<file path="src/design/pest_pkg.sv">
// shared types, codes and scaling tables for the pointer event state tracker
// used by pest_apb_regs, pest_front, pest_state and the top level
package pest_pkg;

  // event operation codes
  localparam logic [2:0] OP_MOTION = 3'd0;
  localparam logic [2:0] OP_BUTTON = 3'd1;
  localparam logic [2:0] OP_CONT   = 3'd2;
  localparam logic [2:0] OP_DISC   = 3'd3;
  localparam logic [2:0] OP_V120   = 3'd4;
  localparam logic [2:0] OP_FRAME  = 3'd5;
  localparam logic [2:0] OP_POLL   = 3'd6;

  // evdev button codes
  localparam logic [9:0] CODE_LEFT   = 10'h110;
  localparam logic [9:0] CODE_RIGHT  = 10'h111;
  localparam logic [9:0] CODE_MIDDLE = 10'h112;

  localparam logic [1:0] IDX_LEFT   = 2'd0;
  localparam logic [1:0] IDX_RIGHT  = 2'd1;
  localparam logic [1:0] IDX_MIDDLE = 2'd2;
  localparam int unsigned NUM_BTN = 3;

  // configuration port
  localparam int unsigned ADDR_W = 3;
  localparam logic        REG_AUTO_RELEASE = 1'b0;
  localparam logic [7:0]  AUTO_RELEASE_RESET = 8'd3;

  // reciprocals: floor(m/5) = (m*RECIP5)>>34, floor(m/15) = (m*RECIP15)>>35
  localparam logic [31:0] RECIP5  = 32'hCCCC_CCCD;
  localparam logic [31:0] RECIP15 = 32'h8888_8889;

  typedef enum logic [2:0] {
    K_NONE,
    K_MOTION,
    K_BUTTON,
    K_CONT,
    K_DISC,
    K_FRAME,
    K_POLL
  } kind_e;

  typedef struct packed {
    logic [2:0]         operation;
    logic signed [31:0] pos_x_fixed;
    logic signed [31:0] pos_y_fixed;
    logic [9:0]         button_code;
    logic               pressed;
    logic               scroll_axis;
    logic signed [31:0] scroll_amount;
  } item_t;

  typedef struct packed {
    kind_e              kind;
    logic signed [23:0] pos_x;
    logic signed [23:0] pos_y;
    logic [1:0]         btn_idx;
    logic               pressed;
    logic signed [48:0] delta;
  } mid_t;

  typedef struct packed {
    logic accept;
    logic in_open;
    logic mid_open;
  } pipe_ctl_t;

  typedef struct packed {
    logic in_valid;
    logic mid_valid;
    logic mid_poll;
  } front_stat_t;

  // floor(r*128/5) for remainders of a division by 5
  function automatic logic [6:0] frac5(input logic [2:0] r);
    logic [6:0] v;
    case (r)
      3'd0:    v = 7'd0;
      3'd1:    v = 7'd25;
      3'd2:    v = 7'd51;
      3'd3:    v = 7'd76;
      3'd4:    v = 7'd102;
      default: v = 7'd0;
    endcase
    return v;
  endfunction

  // floor(r*8192/15) for remainders of a division by 15
  function automatic logic [12:0] frac15(input logic [3:0] r);
    logic [12:0] v;
    case (r)
      4'd0:    v = 13'd0;
      4'd1:    v = 13'd546;
      4'd2:    v = 13'd1092;
      4'd3:    v = 13'd1638;
      4'd4:    v = 13'd2184;
      4'd5:    v = 13'd2730;
      4'd6:    v = 13'd3276;
      4'd7:    v = 13'd3822;
      4'd8:    v = 13'd4369;
      4'd9:    v = 13'd4915;
      4'd10:   v = 13'd5461;
      4'd11:   v = 13'd6007;
      4'd12:   v = 13'd6553;
      4'd13:   v = 13'd7099;
      4'd14:   v = 13'd7645;
      default: v = 13'd0;
    endcase
    return v;
  endfunction

endpackage

</file>
<file path="src/design/pest_apb_regs.sv">
// configuration register block: auto-release poll count behind an apb-style port
// depends on pest_pkg
module pest_apb_regs (
  input  logic                        clk_i,
  input  logic                        rst_ni,
  input  logic                        psel,
  input  logic                        penable,
  input  logic                        pwrite,
  input  logic [pest_pkg::ADDR_W-1:0] paddr,
  input  logic [31:0]                 pwdata,
  output logic [31:0]                 prdata,
  output logic                        pready,
  output logic [7:0]                  auto_release_o
);

  logic [7:0] auto_release_q;
  logic       hit;

  assign hit    = (paddr[2] == pest_pkg::REG_AUTO_RELEASE);
  assign pready = 1'b1;

  always_ff @(posedge clk_i or negedge rst_ni) begin
    if (!rst_ni) begin
      auto_release_q <= pest_pkg::AUTO_RELEASE_RESET;
    end else if (psel && penable && pwrite && hit) begin
      auto_release_q <= pwdata[7:0];
    end
  end

  assign prdata         = hit ? {24'd0, auto_release_q} : 32'd0;
  assign auto_release_o = auto_release_q;

endmodule

</file>
<file path="src/design/pest_front.sv">
// front stage: input register, event decode and scroll scaling into the mid register
// depends on pest_pkg
module pest_front (
  input  logic                   clk_i,
  input  logic                   rst_ni,
  input  pest_pkg::pipe_ctl_t    ctl_i,
  input  pest_pkg::item_t        item_i,
  output pest_pkg::front_stat_t  stat_o,
  output pest_pkg::mid_t         mid_o
);

  logic            in_valid_q;
  pest_pkg::item_t in_q;
  logic            mid_valid_q;
  pest_pkg::mid_t  mid_q;
  pest_pkg::mid_t  mid_d;

  logic               neg;
  logic [31:0]        mag_in;
  logic [31:0]        recip;
  logic [63:0]        prod;
  logic [29:0]        q5;
  logic [28:0]        q15;
  logic [2:0]         r5;
  logic [3:0]         r15;
  logic [47:0]        mag;
  logic               vertical;

  always_ff @(posedge clk_i or negedge rst_ni) begin
    if (!rst_ni) begin
      in_valid_q  <= 1'b0;
      mid_valid_q <= 1'b0;
    end else begin
      if (ctl_i.in_open) begin
        in_valid_q <= ctl_i.accept;
      end
      if (ctl_i.mid_open) begin
        mid_valid_q <= in_valid_q;
      end
    end
  end

  always_ff @(posedge clk_i) begin
    if (ctl_i.accept) begin
      in_q <= item_i;
    end
    if (ctl_i.mid_open && in_valid_q) begin
      mid_q <= mid_d;
    end
  end

  // magnitude of the scroll amount and one shared reciprocal multiply
  assign neg      = in_q.scroll_amount[31];
  assign mag_in   = neg ? 32'(~in_q.scroll_amount + 32'sd1) : in_q.scroll_amount;
  assign recip    = (in_q.operation == pest_pkg::OP_V120) ? pest_pkg::RECIP15
                                                          : pest_pkg::RECIP5;
  assign prod     = {32'd0, mag_in} * {32'd0, recip};
  assign q5       = prod[63:34];
  assign q15      = prod[63:35];
  // remainders from the low bits only: 5q = 4q + q, 15q = 16q - q
  assign r5       = 3'(mag_in[2:0] - 3'({q5[0], 2'b00} + q5[2:0]));
  assign r15      = 4'(mag_in[3:0] + q15[3:0]);
  assign vertical = !in_q.scroll_axis;

  always_comb begin
    mid_d         = '0;
    mid_d.kind    = pest_pkg::K_NONE;
    mid_d.pressed = in_q.pressed;
    // truncate 24.8 toward zero
    mid_d.pos_x   = 24'(in_q.pos_x_fixed[31:8]
                    + {23'd0, in_q.pos_x_fixed[31] && (in_q.pos_x_fixed[7:0] != 8'd0)});
    mid_d.pos_y   = 24'(in_q.pos_y_fixed[31:8]
                    + {23'd0, in_q.pos_y_fixed[31] && (in_q.pos_y_fixed[7:0] != 8'd0)});

    case (in_q.operation)
      pest_pkg::OP_CONT: mag = {11'd0, q5, pest_pkg::frac5(r5)};
      pest_pkg::OP_DISC: mag = {mag_in, 16'd0};
      default:           mag = {6'd0, q15, pest_pkg::frac15(r15)};
    endcase
    // scroll is positive up, so the contribution has the opposite sign
    mid_d.delta = neg ? $signed({1'b0, mag}) : -$signed({1'b0, mag});

    case (in_q.operation)
      pest_pkg::OP_MOTION: mid_d.kind = pest_pkg::K_MOTION;
      pest_pkg::OP_BUTTON: begin
        case (in_q.button_code)
          pest_pkg::CODE_LEFT: begin
            mid_d.kind    = pest_pkg::K_BUTTON;
            mid_d.btn_idx = pest_pkg::IDX_LEFT;
          end
          pest_pkg::CODE_RIGHT: begin
            mid_d.kind    = pest_pkg::K_BUTTON;
            mid_d.btn_idx = pest_pkg::IDX_RIGHT;
          end
          pest_pkg::CODE_MIDDLE: begin
            mid_d.kind    = pest_pkg::K_BUTTON;
            mid_d.btn_idx = pest_pkg::IDX_MIDDLE;
          end
          default: mid_d.kind = pest_pkg::K_NONE;
        endcase
      end
      pest_pkg::OP_CONT:  mid_d.kind = vertical ? pest_pkg::K_CONT : pest_pkg::K_NONE;
      pest_pkg::OP_DISC,
      pest_pkg::OP_V120:  mid_d.kind = vertical ? pest_pkg::K_DISC : pest_pkg::K_NONE;
      pest_pkg::OP_FRAME: mid_d.kind = pest_pkg::K_FRAME;
      pest_pkg::OP_POLL:  mid_d.kind = pest_pkg::K_POLL;
      default:            mid_d.kind = pest_pkg::K_NONE;
    endcase
  end

  assign stat_o.in_valid  = in_valid_q;
  assign stat_o.mid_valid = mid_valid_q;
  assign stat_o.mid_poll  = (mid_q.kind == pest_pkg::K_POLL);
  assign mid_o            = mid_q;

endmodule

</file>
<file path="src/design/pest_state.sv">
// state stage: position, buttons, scroll accumulator and the result register
// depends on pest_pkg
module pest_state (
  input  logic                clk_i,
  input  logic                rst_ni,
  input  logic                retire_i,
  input  pest_pkg::mid_t      mid_i,
  input  logic [7:0]          auto_release_i,
  input  logic                out_stall_i,
  output logic                out_valid_o,
  output logic signed [23:0]  pointer_x_o,
  output logic signed [23:0]  pointer_y_o,
  output logic                left_down_o,
  output logic                right_down_o,
  output logic                middle_down_o,
  output logic signed [31:0]  scroll_delta_o
);

  logic signed [23:0] pos_x_q, pos_x_d;
  logic signed [23:0] pos_y_q, pos_y_d;
  logic [pest_pkg::NUM_BTN-1:0] held_q, held_d;
  logic [8:0]         cnt_q [pest_pkg::NUM_BTN];
  logic [8:0]         cnt_d [pest_pkg::NUM_BTN];
  logic signed [47:0] sum_q, sum_d;
  logic               disc_q, disc_d;

  logic               out_valid_q;
  logic signed [23:0] out_x_q, out_y_q;
  logic [pest_pkg::NUM_BTN-1:0] out_btn_q;
  logic signed [31:0] out_scroll_q;

  logic signed [49:0] sum_ext;
  logic signed [47:0] sum_sat;
  logic signed [31:0] scroll_sat;
  logic [8:0]         cnt_inc;
  logic               is_poll;

  // saturating accumulate
  always_comb begin
    sum_ext = {{2{sum_q[47]}}, sum_q} + {mid_i.delta[48], mid_i.delta};
    if (sum_ext[49:47] == 3'b000 || sum_ext[49:47] == 3'b111) begin
      sum_sat = sum_ext[47:0];
    end else if (sum_ext[49]) begin
      sum_sat = {1'b1, 47'd0};
    end else begin
      sum_sat = {1'b0, {47{1'b1}}};
    end
    if (sum_q[47:31] == 17'd0 || sum_q[47:31] == {17{1'b1}}) begin
      scroll_sat = sum_q[31:0];
    end else if (sum_q[47]) begin
      scroll_sat = {1'b1, 31'd0};
    end else begin
      scroll_sat = {1'b0, {31{1'b1}}};
    end
  end

  always_comb begin
    pos_x_d = pos_x_q;
    pos_y_d = pos_y_q;
    held_d  = held_q;
    cnt_d   = cnt_q;
    sum_d   = sum_q;
    disc_d  = disc_q;
    cnt_inc = '0;
    is_poll = 1'b0;
    if (retire_i) begin
      case (mid_i.kind)
        pest_pkg::K_MOTION: begin
          pos_x_d = mid_i.pos_x;
          pos_y_d = mid_i.pos_y;
        end
        pest_pkg::K_BUTTON: begin
          for (int i = 0; i < pest_pkg::NUM_BTN; i++) begin
            if (mid_i.btn_idx == 2'(i)) begin
              held_d[i] = mid_i.pressed;
              cnt_d[i]  = {8'd0, mid_i.pressed};
            end
          end
        end
        pest_pkg::K_CONT: begin
          if (!disc_q) begin
            sum_d = sum_sat;
          end
        end
        pest_pkg::K_DISC: begin
          disc_d = 1'b1;
          sum_d  = sum_sat;
        end
        pest_pkg::K_FRAME: disc_d = 1'b0;
        pest_pkg::K_POLL: begin
          is_poll = 1'b1;
          sum_d   = '0;
          for (int i = 0; i < pest_pkg::NUM_BTN; i++) begin
            if (held_q[i]) begin
              cnt_inc = 9'(cnt_q[i] + 9'd1);
              if (cnt_inc > {1'b0, auto_release_i}) begin
                held_d[i] = 1'b0;
                cnt_d[i]  = '0;
              end else begin
                cnt_d[i]  = cnt_inc;
              end
            end
          end
        end
        default: begin
        end
      endcase
    end
  end

  always_ff @(posedge clk_i or negedge rst_ni) begin
    if (!rst_ni) begin
      pos_x_q     <= '0;
      pos_y_q     <= '0;
      held_q      <= '0;
      sum_q       <= '0;
      disc_q      <= 1'b0;
      out_valid_q <= 1'b0;
      for (int i = 0; i < pest_pkg::NUM_BTN; i++) begin
        cnt_q[i] <= '0;
      end
    end else begin
      pos_x_q <= pos_x_d;
      pos_y_q <= pos_y_d;
      held_q  <= held_d;
      cnt_q   <= cnt_d;
      sum_q   <= sum_d;
      disc_q  <= disc_d;
      if (is_poll) begin
        out_valid_q <= 1'b1;
      end else if (!out_stall_i) begin
        out_valid_q <= 1'b0;
      end
    end
  end

  always_ff @(posedge clk_i) begin
    if (is_poll) begin
      out_x_q      <= pos_x_q;
      out_y_q      <= pos_y_q;
      out_btn_q    <= held_d;
      out_scroll_q <= scroll_sat;
    end
  end

  assign out_valid_o    = out_valid_q;
  assign pointer_x_o    = out_x_q;
  assign pointer_y_o    = out_y_q;
  assign left_down_o    = out_btn_q[pest_pkg::IDX_LEFT];
  assign right_down_o   = out_btn_q[pest_pkg::IDX_RIGHT];
  assign middle_down_o  = out_btn_q[pest_pkg::IDX_MIDDLE];
  assign scroll_delta_o = out_scroll_q;

endmodule

</file>
<file path="src/design/pointer_event_state_tracker.sv">
// top level of the pointer event state tracker
// depends on pest_pkg, pest_apb_regs, pest_front and pest_state
//
// takes one pointer event per clock cycle while in_stall_o is low and
// answers each poll with one result transfer carrying position, button flags
// and scroll since the last poll; every other event updates internal state and
// produces no transfer. an event passes three registers: the input register, a
// mid register behind the scroll scaling (one shared 32x32 reciprocal multiply
// for the divide by ten and by 120), and the state / result register where the
// accumulator, buttons and position are updated. all state is touched in that
// last stage only, so events of any kind follow each other in consecutive
// cycles while the input side does not stall. it stalls only while a poll
// waits in the last stage behind a result that the output side stalls and the
// input register is occupied; non-poll events keep draining past a held
// result. the auto-release count is written over the apb port at byte
// address 0 (reset value 3) and should only be changed while no events are in
// flight.
module pointer_event_state_tracker (
  input  logic                        clk_i,
  input  logic                        rst_ni,

  input  logic                        in_valid_i,
  output logic                        in_stall_o,
  input  logic [2:0]                  operation_i,
  input  logic signed [31:0]          pos_x_fixed_i,
  input  logic signed [31:0]          pos_y_fixed_i,
  input  logic [9:0]                  button_code_i,
  input  logic                        pressed_i,
  input  logic                        scroll_axis_i,
  input  logic signed [31:0]          scroll_amount_i,

  output logic                        out_valid_o,
  input  logic                        out_stall_i,
  output logic signed [23:0]          pointer_x_o,
  output logic signed [23:0]          pointer_y_o,
  output logic                        left_down_o,
  output logic                        right_down_o,
  output logic                        middle_down_o,
  output logic signed [31:0]          scroll_delta_o,

  input  logic                        psel,
  input  logic                        penable,
  input  logic                        pwrite,
  input  logic [pest_pkg::ADDR_W-1:0] paddr,
  input  logic [31:0]                 pwdata,
  output logic [31:0]                 prdata,
  output logic                        pready
);

  pest_pkg::item_t       item;
  pest_pkg::pipe_ctl_t   ctl;
  pest_pkg::front_stat_t stat;
  pest_pkg::mid_t        mid;
  logic [7:0]            auto_release;
  logic                  out_free;
  logic                  retire;

  // payload bundle for the input register
  assign item.operation     = operation_i;
  assign item.pos_x_fixed   = pos_x_fixed_i;
  assign item.pos_y_fixed   = pos_y_fixed_i;
  assign item.button_code   = button_code_i;
  assign item.pressed       = pressed_i;
  assign item.scroll_axis   = scroll_axis_i;
  assign item.scroll_amount = scroll_amount_i;

  // result register free, or its result is taken this cycle
  assign out_free     = !out_valid_o || !out_stall_i;
  // last stage retires unless it is a poll with nowhere to put its result
  assign retire       = stat.mid_valid && (!stat.mid_poll || out_free);
  assign ctl.mid_open = !stat.mid_valid || retire;
  assign ctl.in_open  = !stat.in_valid || ctl.mid_open;
  assign ctl.accept   = in_valid_i && ctl.in_open;
  assign in_stall_o   = !ctl.in_open;

  pest_apb_regs u_regs (
    .clk_i          (clk_i),
    .rst_ni         (rst_ni),
    .psel           (psel),
    .penable        (penable),
    .pwrite         (pwrite),
    .paddr          (paddr),
    .pwdata         (pwdata),
    .prdata         (prdata),
    .pready         (pready),
    .auto_release_o (auto_release)
  );

  pest_front u_front (
    .clk_i  (clk_i),
    .rst_ni (rst_ni),
    .ctl_i  (ctl),
    .item_i (item),
    .stat_o (stat),
    .mid_o  (mid)
  );

  pest_state u_state (
    .clk_i          (clk_i),
    .rst_ni         (rst_ni),
    .retire_i       (retire),
    .mid_i          (mid),
    .auto_release_i (auto_release),
    .out_stall_i    (out_stall_i),
    .out_valid_o    (out_valid_o),
    .pointer_x_o    (pointer_x_o),
    .pointer_y_o    (pointer_y_o),
    .left_down_o    (left_down_o),
    .right_down_o   (right_down_o),
    .middle_down_o  (middle_down_o),
    .scroll_delta_o (scroll_delta_o)
  );

endmodule
</file>
<file path="config.mk">
export PLATFORM = sky130hd
export DESIGN_NAME = pointer_event_state_tracker
export DESIGN_NICKNAME = d
export VERILOG_FILES = /design/src/design/pest_pkg.sv /design/src/design/pest_apb_regs.sv /design/src/design/pest_front.sv /design/src/design/pest_state.sv /design/src/design/pointer_event_state_tracker.sv
export SDC_FILE = /design/constraint.sdc
export NUM_CORES = 2
export LEC_CHECK = 0
export ABC_AREA = 1
export BUFFER_PORTS_ARGS = -buffer_cell sky130_fd_sc_hd__buf_2
export CAP_MARGIN = 30
export CORE_ASPECT_RATIO = 0.75
export CORE_MARGIN = 2
export CORE_UTILIZATION = 25
export CTS_CLUSTER_SIZE = 25
export DETAILED_ROUTE_END_ITERATION = 8
export PLACE_DENSITY = 0.38
export SYNTH_ARGS = -nofsm -noshare
export SYNTH_HDL_FRONTEND = slang
export SYNTH_SLANG_ARGS = --single-unit
</file>
<file path="constraint.sdc">
create_clock -name clk_i -period 13.6 [get_ports clk_i]
set_input_delay 1.36 -clock clk_i [delete_from_list [all_inputs] [get_ports clk_i]]
set_output_delay 1.36 -clock clk_i [all_outputs]
set_load 0.02 [all_outputs]
</file>
==> results.py <==
metrics = {
    "outcome": {
        "status": "finished clean",
    },
    "run": {
        "cap_violations": 0,
    },
    "routing": {
        "dr.pass1.iters": 6,
        "wirelength_mm": 147,
        "first_iter_violations": 2466,
        "ant_nets": 0,
        "vias": 30862,
        "viasPerCell": 4.45,
        "drc": 0,
        "wire_per_inst_um": 21.2,
    },
    "floorplanning": {
        "pin_count": 271,
        "die_area_um2": 168000,
        "core_um2": 163000,
        "start_util_pct": 25.2,
        "die_w_um": 472,
        "row_count": 128,
        "dieHeight_um": 355,
    },
    "yosys": {
        "netlist_area_um2": 41100,
        "yosysSeqAreaShare_pct": 30.1,
        "ys_types": 73,
        "synth_commonest_cells": "inv_1 (943), nand2_1 (720), fa_1 (419)",
        "ys_warn_count": 0,
        "synth.top_cell.area_share_pct": 21.7,
        "synthArstFlopShare_pct": 31.7,
        "synth_flop_cell": "edfxtp_1",
        "yosys.area.top_type": "edfxtp_1",
        "synth_area_per_cell_um2": 9.22,
        "synthTopCellsByArea": "edfxtp_1 (22%), fa_1 (20%), ha_1 (12%)",
        "synth_seq_cells": 435,
        "synthCells": 4461,
        "synth_edf_count": 297,
        "synth.most_common_cell": "inv_1",
    },
    "worst_setup_path": {
        "arrival_ns": 12.97,
        "cp-end-kind": "flip-flop",
        "max_stage_delay_ns": 0.62,
        "criticalPathCategory": "reg2reg",
        "crit_start": "u_front.in_q[0]",
        "cp_max_fo": 5,
        "slowest_stage": "fa_1",
        "r2r_start": "u_front.in_q[0]",
        "cp_common_cell": "nand2_1",
        "crit_required_ns": 13.96,
        "crit_path_start_kind": "flip-flop",
    },
    "clocking": {
        "holdBufCountCts": 0,
        "htree_levels": 2,
        "cts_buffer_depth": 3,
        "clkTransAtPathRegs_ns": 0.07,
        "clockRootBuffer": "clkbuf_16",
        "clkSinkCount": 435,
        "cts_resized": 0,
        "cts_setup_buffers": 0,
        "cts_tree": "built",
        "clock_latency_ns": 0.61,
        "numCtsBuffers": 43,
    },
    "timing": {
        "skew_ns": 0.0324,
        "fmax_mhz": 79.3,
        "tightest_slew_ns": 1.01,
        "setup-tns-final_ns": 0,
        "rsz0062_at_grt": "no",
        "setup_viol": 0,
        "period_share_pct": 92.7,
        "slew_headroom_pct": 32.3,
        "final_max_slew_viol_count": 0,
        "period_needed_ns": 12.61,
        "final_hold_viol_count": 0,
    },
    "global_route": {
        "overflow": 0,
        "grt_pass1_vias": 31247,
        "grt_max_degree": 79,
        "antenna_found_initial": 8,
        "grt_usage_pct": 17.6,
        "grt_pass1_wl_mm": 215,
    },
    "worst_hold_path": {
        "hp-class": "reg2reg",
        "min_from": "u_state.pos_y_q[3]",
    },
    "finish": {
        "areaGrowthSynthToFinish_pct": 13.6,
        "fin_util_pct": 28.7,
        "drive_above_1_share_pct": 11.0,
        "layout.nets": 5734,
    },
    "placement": {
        "dp_hpwl_mm": 125,
        "routabilityCongestion": 0.958,
        "port_buffers": 219,
    },
}
==> final cells by class <==
type / instances / area, um^2
antenna: 3 / 7.51
tap: 2145 / 2680
sequential: 435 / 12400
clock buffer: 59 / 1170
clock inverter: 20 / 265
multi-input combinational: 3015 / 24900
timing repair buffer: 301 / 1760
inverter: 957 / 3600
fill: 17370 / 116000
==> routing by layer <==
metal  wire length [um]  GRT usage (%)  vias to the layer above
li1                   -              -                    14840
met1              78200           28.4                    15066
met2              55300           23.1                      877
met3              12100           4.97                       77
met4               1370           1.78                        2
met5                  7              0                        -
==> logic make-up (layout without fill, tap and decap cells) <==
kind of cell	count (synthesis)	count (layout)	synth area share, %
adder cells (fa/ha/maj)	828	828	32.8
AO/OA/AOI/OAI	533	533	7.38
flip-flops	435	435	30.1
AND/OR/NAND/NOR	1415	1415	15.0
other	2	28	0.0183
buffers and inverters	1034	1337	9.76
multiplexers	48	48	1.31
XOR/XNOR	166	166	3.55
==> worst max-delay path: cells and delay by family (launching register included) <==
| family | cells | cell delay [ns] |
|---|---|---|
| adder cells (fa/ha/maj) | 11 | 4.83 |
| buffers and inverters | 10 | 1.06 |
| AND/OR/NAND/NOR | 25 | 4.60 |
| AO/OA/AOI/OAI | 7 | 1.20 |
| XOR/XNOR | 1 | 0.23 |
| flip-flops | 1 | 0.41 |
==> stage by stage <==
step	worst slack, ns	instance area, um^2	std cells	hold WS (ns)
final	0.995	46700	6935	0.414
after global routing	0.0756	46700	6933	0.405
after CTS	1.23	46700	6930	0.410
after detailed placement	1.30	45200	6851	0.415
after global placement	1.39	45200	6850	0.409
after floorplan	3.41	41200	4484	0.400
==> layout by cell type, fill, tap and decap left out, drive strengths merged, types with 5 or more instances in the layout <==
cell,n
nor3,39
nor2,349
nand3b,23
clkinv,16
o32ai,7
nand3,169
o21a,11
a21oi,220
a21boi,13
conb,25
inv,956
o31ai,8
a211oi,5
buf,301
o22ai,12
bufinv,5
or2,17
xnor2,44
o21bai,13
xor2,122
nor4,21
and3,6
a31oi,17
o211ai,8
dfrtp,136
mux2,48
fa,419
a21o,6
edfxtp,297
o21ai,203
nand4,46
nand2,741
clkbuf,59
ha,409
==> worst paths after layout <==
| check | to | slack, ns | cells past startpoint |
|---|---|---|---|
| worst min register to register | u_state.pointer_y_o[3] | 0.41 | 0 |
| worst min-delay path | u_state.pointer_y_o[3] | 0.41 | 0 |
| max in group asynchronous | u_state.pos_y_q[20] | 11.67 | 3 |
| worst max register to register | u_front.mid_o[41] | 0.99 | 54 |
| min in group asynchronous | u_state.pos_x_q[12] | 0.82 | 1 |
| worst max-delay path | u_front.mid_o[41] | 0.99 | 54 |
==> flip-flops by register name, indices dropped and copies added (netlist names), 8 cells and up <==
| name | cells |
|---|---|
| u_front.in_q | 111 |
| u_front.mid_o | 103 |
| u_regs.auto_release_o | 8 |
| u_state.cnt_q | 27 |
| u_state.pointer_x_o | 24 |
| u_state.pointer_y_o | 24 |
| u_state.pos_x_q | 24 |
| u_state.pos_y_q | 24 |
| u_state.scroll_delta_o | 32 |
| u_state.sum_q | 48 |
Power is not shown: default switching activity piles up to over one toggle a cycle in this logic, so the estimate is an artifact.
